<file path="src/sv/b64d_pkg.sv">
// Shared types and constants for the base64 text decoder.
// Used by b64d_char_class, b64d_core and the base64_text_decoder top level.
`default_nettype none

package b64d_pkg;

    localparam logic [7:0] PAD_CHAR = 8'h3D;
    localparam int unsigned CAP_BITS = 16;
    localparam int unsigned GROUP_BITS = 18;

    // Status codes reported with the end-of-string result.
    localparam logic [2:0] ST_OK          = 3'd0;
    localparam logic [2:0] ST_OVERFLOW    = 3'd1;
    localparam logic [2:0] ST_BAD_PAD     = 3'd2;
    localparam logic [2:0] ST_PAD_MISSING = 3'd3;
    localparam logic [2:0] ST_LEFTOVER    = 3'd4;
    localparam logic [2:0] ST_TRUNCATED   = 3'd5;
    localparam logic [2:0] ST_INVALID     = 3'd6;

    typedef enum logic [2:0] {
        PAD_NONE = 3'b001,
        PAD_ONE  = 3'b010,
        PAD_DONE = 3'b100
    } t_pad_stage;

    typedef struct packed {
        logic       is_end;
        logic       is_space;
        logic       is_pad;
        logic       is_alpha;
        logic [5:0] sextet;
    } t_char_info;

    typedef struct packed {
        logic [7:0]  out_byte;
        logic        byte_valid;
        logic        done_res;
        logic [2:0]  status;
        logic [15:0] byte_count;
    } t_result;

endpackage

`default_nettype wire

</file>
<file path="src/sv/b64d_char_class.sv">
// Character classifier: end marker, whitespace, pad and alphabet lookup.
// Depends on b64d_pkg for the classification struct.
`default_nettype none

module b64d_char_class (
    input  wire logic [7:0]          i_ch,
    output b64d_pkg::t_char_info     o_info
);
    import b64d_pkg::*;

    always_comb begin
        o_info          = '0;
        o_info.is_end   = (i_ch == 8'h00);
        o_info.is_space = (i_ch == 8'h20) || (i_ch >= 8'h09 && i_ch <= 8'h0D);
        o_info.is_pad   = (i_ch == PAD_CHAR);
        o_info.is_alpha = 1'b1;
        if (i_ch >= 8'h41 && i_ch <= 8'h5A) begin
            o_info.sextet = 6'(i_ch - 8'h41);
        end else if (i_ch >= 8'h61 && i_ch <= 8'h7A) begin
            o_info.sextet = 6'(i_ch - 8'h61 + 8'd26);
        end else if (i_ch >= 8'h30 && i_ch <= 8'h39) begin
            o_info.sextet = 6'(i_ch - 8'h30 + 8'd52);
        end else if (i_ch == 8'h2B) begin
            o_info.sextet = 6'd62;
        end else if (i_ch == 8'h2F) begin
            o_info.sextet = 6'd63;
        end else begin
            o_info.is_alpha = 1'b0;
        end
    end

endmodule

`default_nettype wire

</file>
<file path="src/sv/b64d_core.sv">
// Decoder state and per-character update: group phase, partial byte, padding,
// counters, sticky error and the capacity register. Depends on b64d_pkg.
`default_nettype none

module b64d_core #(
    parameter int unsigned COUNT_BITS = 16
) (
    input  wire logic                    i_clk,
    input  wire logic                    i_rst_n,
    input  wire logic                    i_cfg_wr_en,
    input  wire logic [15:0]             i_cfg_wr_data,
    input  wire logic                    i_fire,
    input  wire b64d_pkg::t_char_info    i_info,
    output logic                         o_emit,
    output b64d_pkg::t_result            o_result
);
    import b64d_pkg::*;

    logic [CAP_BITS-1:0]   r_capacity;
    logic [1:0]            r_phase,       n_phase;
    logic [7:0]            r_partial,     n_partial;
    t_pad_stage            r_pad,         n_pad;
    logic [COUNT_BITS-1:0] r_count,       n_count;
    logic [GROUP_BITS-1:0] r_group_bytes, n_group_bytes;
    logic [2:0]            r_error,       n_error;
    logic [GROUP_BITS-1:0] group_sum;
    logic [31:0]           count_wide;
    logic [5:0]            v;

    assign group_sum  = r_group_bytes + GROUP_BITS'(3);
    assign count_wide = 32'(r_count);
    assign v          = i_info.sextet;

    always_comb begin
        n_phase       = r_phase;
        n_partial     = r_partial;
        n_pad         = r_pad;
        n_count       = r_count;
        n_group_bytes = r_group_bytes;
        n_error       = r_error;
        o_emit        = 1'b0;
        o_result      = '0;

        if (i_info.is_end) begin
            o_emit              = 1'b1;
            o_result.done_res   = 1'b1;
            o_result.byte_count = count_wide[15:0];
            o_result.status     = r_error;
            if (r_error == ST_OK) begin
                if (r_pad == PAD_ONE) begin
                    o_result.status = ST_PAD_MISSING;
                end else if (r_pad == PAD_NONE && r_phase != 2'd0) begin
                    o_result.status = ST_TRUNCATED;
                end
            end
            n_phase       = '0;
            n_partial     = '0;
            n_pad         = PAD_NONE;
            n_count       = '0;
            n_group_bytes = '0;
            n_error       = ST_OK;
        end else if (r_error != ST_OK || r_pad == PAD_DONE || i_info.is_space) begin
            // Ignored: sticky error, trailing text after padding, or whitespace.
        end else if (r_pad == PAD_ONE) begin
            if (i_info.is_pad) begin
                n_pad = PAD_DONE;
                if (r_partial != 8'h00) begin
                    n_error = ST_LEFTOVER;
                end
            end else begin
                n_error = ST_PAD_MISSING;
            end
        end else if (i_info.is_pad) begin
            if (r_phase < 2'd2) begin
                n_error = ST_BAD_PAD;
            end else if (r_phase == 2'd2) begin
                n_pad = PAD_ONE;
            end else begin
                n_pad = PAD_DONE;
                if (r_partial != 8'h00) begin
                    n_error = ST_LEFTOVER;
                end
            end
        end else if (!i_info.is_alpha) begin
            n_error = ST_INVALID;
        end else begin
            case (r_phase)
                2'd0: begin
                    n_group_bytes = group_sum;
                    if (group_sum >= GROUP_BITS'(r_capacity)) begin
                        n_error = ST_OVERFLOW;
                    end else begin
                        n_partial = {v, 2'b00};
                        n_phase   = 2'd1;
                    end
                end
                2'd1: begin
                    o_emit            = 1'b1;
                    o_result.out_byte = r_partial | {6'd0, v[5:4]};
                    n_partial         = {v[3:0], 4'h0};
                    n_phase           = 2'd2;
                end
                2'd2: begin
                    o_emit            = 1'b1;
                    o_result.out_byte = r_partial | {4'd0, v[5:2]};
                    n_partial         = {v[1:0], 6'd0};
                    n_phase           = 2'd3;
                end
                default: begin
                    o_emit            = 1'b1;
                    o_result.out_byte = r_partial | {2'd0, v};
                    n_partial         = 8'h00;
                    n_phase           = 2'd0;
                end
            endcase
            if (o_emit) begin
                o_result.byte_valid = 1'b1;
                n_count             = r_count + COUNT_BITS'(1);
            end
        end
    end

    always_ff @(posedge i_clk) begin
        if (!i_rst_n) begin
            r_capacity    <= '1;
            r_phase       <= '0;
            r_partial     <= '0;
            r_pad         <= PAD_NONE;
            r_count       <= '0;
            r_group_bytes <= '0;
            r_error       <= ST_OK;
        end else begin
            if (i_cfg_wr_en) begin
                r_capacity <= i_cfg_wr_data;
            end
            if (i_fire) begin
                r_phase       <= n_phase;
                r_partial     <= n_partial;
                r_pad         <= n_pad;
                r_count       <= n_count;
                r_group_bytes <= n_group_bytes;
                r_error       <= n_error;
            end
        end
    end

endmodule

`default_nettype wire

</file>
<file path="src/sv/base64_text_decoder.sv">
// Top level of the base64 text decoder: input register, decode core and
// result register. Depends on b64d_pkg, b64d_char_class and b64d_core.
//
// Usage:
//   Input channel: one character per transaction on i_ch (i_valid/o_stall).
//   A zero character ends the string. Output channel (o_valid/i_stall):
//   one result per decoded byte (o_byte_valid) and one end result per
//   string (o_done_res) carrying o_status and o_byte_count. Whitespace,
//   padding and ignored characters produce no result.
//   Configuration: i_cfg_wr_en writes i_cfg_wr_data into the capacity
//   register; write it only while no string is in flight.
//   Throughput: one character per cycle unless the receiver stalls. A
//   character is held in the input register, and its result then in the
//   result register. When the receiver stalls, the result register holds
//   and the input register keeps one character; o_stall then rises,
//   because every character waits for the result register to be free.
//   Reset (i_rst_n low, synchronous): clears all pipeline and string state
//   and sets the capacity to 65535.
`default_nettype none

module base64_text_decoder #(
    parameter int unsigned COUNT_BITS = 16
) (
    input  wire logic        i_clk,
    input  wire logic        i_rst_n,
    input  wire logic        i_cfg_wr_en,
    input  wire logic [15:0] i_cfg_wr_data,
    input  wire logic        i_valid,
    output logic             o_stall,
    input  wire logic [7:0]  i_ch,
    output logic             o_valid,
    input  wire logic        i_stall,
    output logic [7:0]       o_out_byte,
    output logic             o_byte_valid,
    output logic             o_done_res,
    output logic [2:0]       o_status,
    output logic [15:0]      o_byte_count
);
    import b64d_pkg::*;

    logic       r_in_valid;
    logic [7:0] r_in_ch;
    logic       r_out_valid;
    t_result    r_out;
    logic       out_ready;
    logic       fire;
    logic       emit;
    t_char_info info;
    t_result    result;

    // The core step advances whenever the result register can take its output.
    assign out_ready = !r_out_valid || !i_stall;
    assign fire      = r_in_valid && out_ready;
    assign o_stall   = r_in_valid && !out_ready;

    b64d_char_class u_class (
        .i_ch   (r_in_ch),
        .o_info (info)
    );

    b64d_core #(
        .COUNT_BITS (COUNT_BITS)
    ) u_core (
        .i_clk         (i_clk),
        .i_rst_n       (i_rst_n),
        .i_cfg_wr_en   (i_cfg_wr_en),
        .i_cfg_wr_data (i_cfg_wr_data),
        .i_fire        (fire),
        .i_info        (info),
        .o_emit        (emit),
        .o_result      (result)
    );

    always_ff @(posedge i_clk) begin
        if (!i_rst_n) begin
            r_in_valid  <= 1'b0;
            r_out_valid <= 1'b0;
        end else begin
            if (!o_stall) begin
                r_in_valid <= i_valid;
            end
            if (out_ready) begin
                r_out_valid <= fire && emit;
            end
        end
    end

    always_ff @(posedge i_clk) begin
        if (!o_stall) begin
            r_in_ch <= i_ch;
        end
        if (fire && emit) begin
            r_out <= result;
        end
    end

    assign o_valid      = r_out_valid;
    assign o_out_byte   = r_out.out_byte;
    assign o_byte_valid = r_out.byte_valid;
    assign o_done_res   = r_out.done_res;
    assign o_status     = r_out.status;
    assign o_byte_count = r_out.byte_count;

endmodule

`default_nettype wire

</file>
<file path="config.mk">
export PLATFORM = sky130hd
export DESIGN_NAME = base64_text_decoder
export DESIGN_NICKNAME = d
export VERILOG_FILES = /design/src/sv/b64d_pkg.sv /design/src/sv/b64d_char_class.sv /design/src/sv/b64d_core.sv /design/src/sv/base64_text_decoder.sv
export SDC_FILE = /design/constraint.sdc
export NUM_CORES = 1
export LEC_CHECK = 0
export ABC_AREA = 1
export BUFFER_PORTS_ARGS = -buffer_cell sky130_fd_sc_hd__buf_2
export CAP_MARGIN = 20
export CORE_ASPECT_RATIO = 1.4
export CORE_MARGIN = 1.5
export CORE_UTILIZATION = 25
export CTS_BUF_LIST = sky130_fd_sc_hd__clkbuf_8
export DETAILED_ROUTE_END_ITERATION = 10
export GPL_TIMING_DRIVEN = 0
export PLACE_DENSITY = 0.46
export SLEW_MARGIN = 40
export SYNTH_ARGS = -nofsm -noshare
export SYNTH_HDL_FRONTEND = slang
export SYNTH_SLANG_ARGS = --single-unit
</file>
<file path="constraint.sdc">
create_clock -name i_clk -period 2.8 [get_ports i_clk]
set_input_delay 0.14 -clock i_clk [delete_from_list [all_inputs] [get_ports i_clk]]
set_output_delay 0.14 -clock i_clk [all_outputs]
set_load 0.05 [all_outputs]
</file>
==> run summary <==
The area of the die came out at between 20000 and 25000 sq um. Overall power consumption after layout is estimated at between 0.003 and 0.004 W. The routed wire length per instance came out at approximately 13 um. The worst setup path is launched from a flip-flop.

The number of warning messages in the yosys log is 0. The tightest slew margin relative to the limit is 0.5819. The final hold violation count came to 0. STA classifies the critical path endpoint as a flip-flop. The remaining routing DRC violations came out at 0. The count of input and output buffers is 59.

The timing-limited maximum frequency is 374.5 MHz. The sequential cell area fraction in the yosys report is 0.4064. From synthesis to final layout, the design area changed by 25.23%. The peak ir drop on the vdd network is approximately 190 uV. The floorplan row count is 66. The cell area that synthesis handed to floorplanning was between 5000 and 6000 sq um. At the end of the flow the core is filled with cells to 0.3208. The slew at the pin closest to its max-slew limit came out at approximately 0.63 ns. In the final design database the tool counted a little under 1000 nets. The sequential standard cell area came out at 2449 sq um. The ratio of routed vias to standard cells came out at ~4.5. The final critical-path required period is between 2 and 3 ns. The library cell used most frequently in the layout, excluding fill and tap cells, is sky130_fd_sc_hd__nand2_1. The congestion estimate from routability-driven global placement came to approximately 0.87. By area the synthesized netlist is led by sky130_fd_sc_hd__dfxtp_1 22%, sky130_fd_sc_hd__edfxtp_1 19%, sky130_fd_sc_hd__nand2_1 11%, sky130_fd_sc_hd__nand3_1 6.6%, sky130_fd_sc_hd__a21oi_1 6.3%. Setup violations remaining at the end of the flow were counted as 0. Counting every net in the synthesized netlist gives roughly 860. The root buffer cell chosen for the clock tree is sky130_fd_sc_hd__clkbuf_8. The number of synthesized register bits is ~100. The pre-CTS worst setup slack came out at -0.2836 ns. In the global route stage, overall resource usage came out at 0.1310. The core region is about 23000 sq um. Setup repair after global routing could not meet its margin everywhere. The post-layout worst setup margin is 0.1295 ns. The number of inserted filler cells in the final layout is roughly 2500. The first global-routing pass estimated 25630 um of wire. The total CTS buffers came out at 9. For the final database, setup skew stands at between 0.015 and 0.02 ns. For this design the static power due to leakage is around 3.0 nW.

The number of non-filler instances in the completed layout is 1220. Entering global routing, the biggest net connects 39 pins. The total I/O pin count came out at 60. The count of maximum capacitance violations came out at 0. The number of global-route vias before repair is between 5000 and 6000. The final wirelength is ~16000 um. Along the worst path, the maximum fanout reaches 5. Measured along the x axis, the die boundary spans 133.8 um. TritonCTS built the clock tree.

Clock latency on the worst-skew pair, taken at its later pin, is slightly above 0.4 ns. The clock edge transition at the registers on the reported setup and hold paths came out at 0.11 ns. The detailed placement HPWL is about 12000 um. The library cells used most frequently in the layout, excluding fill and tap cells, are 166 x sky130_fd_sc_hd__nand2_1, 83 x sky130_fd_sc_hd__inv_1, 80 x sky130_fd_sc_hd__nor2_1, 77 x sky130_fd_sc_hd__nand3_1, 75 x sky130_fd_sc_hd__a21oi_1.

Yosys mapped the design onto between 40 and 50 distinct sky130hd cell types. The number of antenna violations at the first check in global routing was 0. Dividing the final minimum period by the clock period gives 0.9538. The average cell area after synthesis is between 7 and 8 sq um. The path class of the tightest hold or removal check is input pin to flip-flop.

The number of placed instances, taps included came out at ~1200. For this run, the detailed router's first-pass iteration total came to 7. The total global routing overflow came out at 0. The number of antenna diodes in the final layout is 0.

The share of synthesized area in the top cell type comes to 0.2207. The worst path required time is around 3.1 ns. The remaining antenna violation count after routing is 0. The number of H-tree levels came out at 3. The total count of max-transition violations in the final report came out at 0. The via count is 5448. The area occupied by multi-input gates is approximately 3200 sq um.

The flow ran to the end, and the final reports show no timing, DRC or antenna violations. The biggest area contributor in the post-synthesis netlist is sky130_fd_sc_hd__dfxtp_1. Counting every instance in the synthesized netlist gives ~800.

The fraction of layout instances using a drive strength above 1 came out at 0.1915. The vertical die dimension came out at approximately 190 um. For this design the ratio of total power to cell area is between 400 and 500 nW/um^2. The count of routing violations after the opening detailed-route iteration is approximately 360.

The type of the worst setup path is flip-flop to flip-flop. The clock sink count came out at between 100 and 150. Counting along the longest clock path gives a buffer depth of 2.

The initial utilization of the core area, before any placement, comes to 0.2561. The arrival time at the worst endpoint is 2.96 ns.
kinds of logic after synthesis:
family,Yosys count,share of synthesized area
simple gates,392,0.2924
compound gates,128,0.1196
buf+inv,120,0.08445
flops,103,0.4064
fa+ha+maj,29,0.06062
xor+xnor,25,0.03658
stage by stage:
stage	instance area (sq um)	hold WS (ns)	setup TNS, ns
2_1_floorplan	5986	0.2389	0
3_3_place_gp	6664	0.3192	-3.036
3_5_place_dp	6664	0.3186	-2.644
4_1_cts	7311	0.01820	0
5_1_grt	7496	0.02779	-0.7068
6_report	7496	0.04308	0
area by class of cell:
cell class	instances	area share
tap	306	0.05108
multi-input combinational	574	0.4311
clock inverter	7	0.01385
timing repair buffer	101	0.09130
buffer	24	0.02053
sequential	103	0.3267
clock buffer	9	0.01652
inverter	96	0.04891
where the power goes:
| group | internal [W] | switching [W] | total, W |
|---|---|---|---|
| logic | 0.000142 | 0.000225 | 0.000367 |
| registers | 0.00157 | 0.0000225 | 0.00160 |
| clock network | 0.000515 | 0.000596 | 0.00111 |
worst paths after layout:
check                                from               endpoint  slack, ns  depth (start not counted)
setup reg to reg  u_core.r_group_bytes[0]    u_core.r_partial[3]       0.13                         21
hold reg to reg     u_core.r_capacity[12]  u_core.r_capacity[12]       0.47                          2
setup / recovery  u_core.r_group_bytes[0]    u_core.r_partial[3]       0.13                         21
hold / removal                i_cfg_wr_en  u_core.r_capacity[15]       0.04                          3
what timing repair did:
action,CTS,global route
setup buffers,7,6
hold buffers,28,0
cloned,1,0
pin swaps,13,14
resized for setup,26,31
setup endpoints to repair,45,52
hold endpoints to repair,28,0
sequential cells by signal (all words and copies together) (netlist names), 2 cells and up:
| name | flops |
|---|---|
| u_core.r_pad | 3 |
| u_core.r_error | 3 |
| u_core.r_partial | 6 |
| o_byte_count | 16 |
| o_status | 3 |
| r_in_ch | 8 |
| u_core.r_group_bytes | 18 |
| o_out_byte | 8 |
| u_core.r_phase | 2 |
| u_core.r_capacity | 16 |
| u_core.r_count | 16 |
worst max-delay path: stages, from the launching register on:
cell                      delay (ns)
sky130_fd_sc_hd__dfxtp_4        0.39
sky130_fd_sc_hd__inv_4          0.04
sky130_fd_sc_hd__ha_4           0.16
sky130_fd_sc_hd__nor2_4         0.11
sky130_fd_sc_hd__nand3_4        0.14
sky130_fd_sc_hd__nor3_4         0.15
sky130_fd_sc_hd__xnor2_1        0.13
sky130_fd_sc_hd__inv_1          0.07
sky130_fd_sc_hd__ha_1           0.28
sky130_fd_sc_hd__nand2_2        0.07
sky130_fd_sc_hd__nor2_1         0.04
sky130_fd_sc_hd__nand2_1        0.05
sky130_fd_sc_hd__nor2_1         0.03
sky130_fd_sc_hd__nor2_1         0.12
sky130_fd_sc_hd__nand3_1        0.12
sky130_fd_sc_hd__nor2_2         0.12
sky130_fd_sc_hd__nand2_1        0.10
sky130_fd_sc_hd__nand2_4        0.11
sky130_fd_sc_hd__buf_6          0.13
sky130_fd_sc_hd__nand3_1        0.06
sky130_fd_sc_hd__nand2_1        0.07
sky130_fd_sc_hd__nor2_1         0.04
per-layer routing:
| metal | track usage | vias up | wire length, um |
|---|---|---|---|
| met5 | 0 | - | 0 |
| met4 | 0.06478 | 0 | 426 |
| met3 | 0.01934 | 31 | 432 |
| met2 | 0.2402 | 106 | 8182 |
| met1 | 0.1472 | 2476 | 6990 |
| li1 | - | 2835 | - |
cells in the mapped netlist (all sizes together):
cell,instances
xor2,14
buf,14
nor3,12
dfxtp,66
o211ai,5
nor2,100
clkbuf,10
o21ai,33
nand4,10
clkinv,2
nor4,1
a21o,2
ha,29
a21oi,78
inv,94
a221oi,1
nand3b,4
xnor2,11
edfxtp,37
nand2,179
a211oi,1
o21bai,1
o21a,3
o31ai,1
and2,2
a31oi,2
nand3,83
o22ai,1
or2,1
No activity file was read; power rests on OpenSTA's default activity.
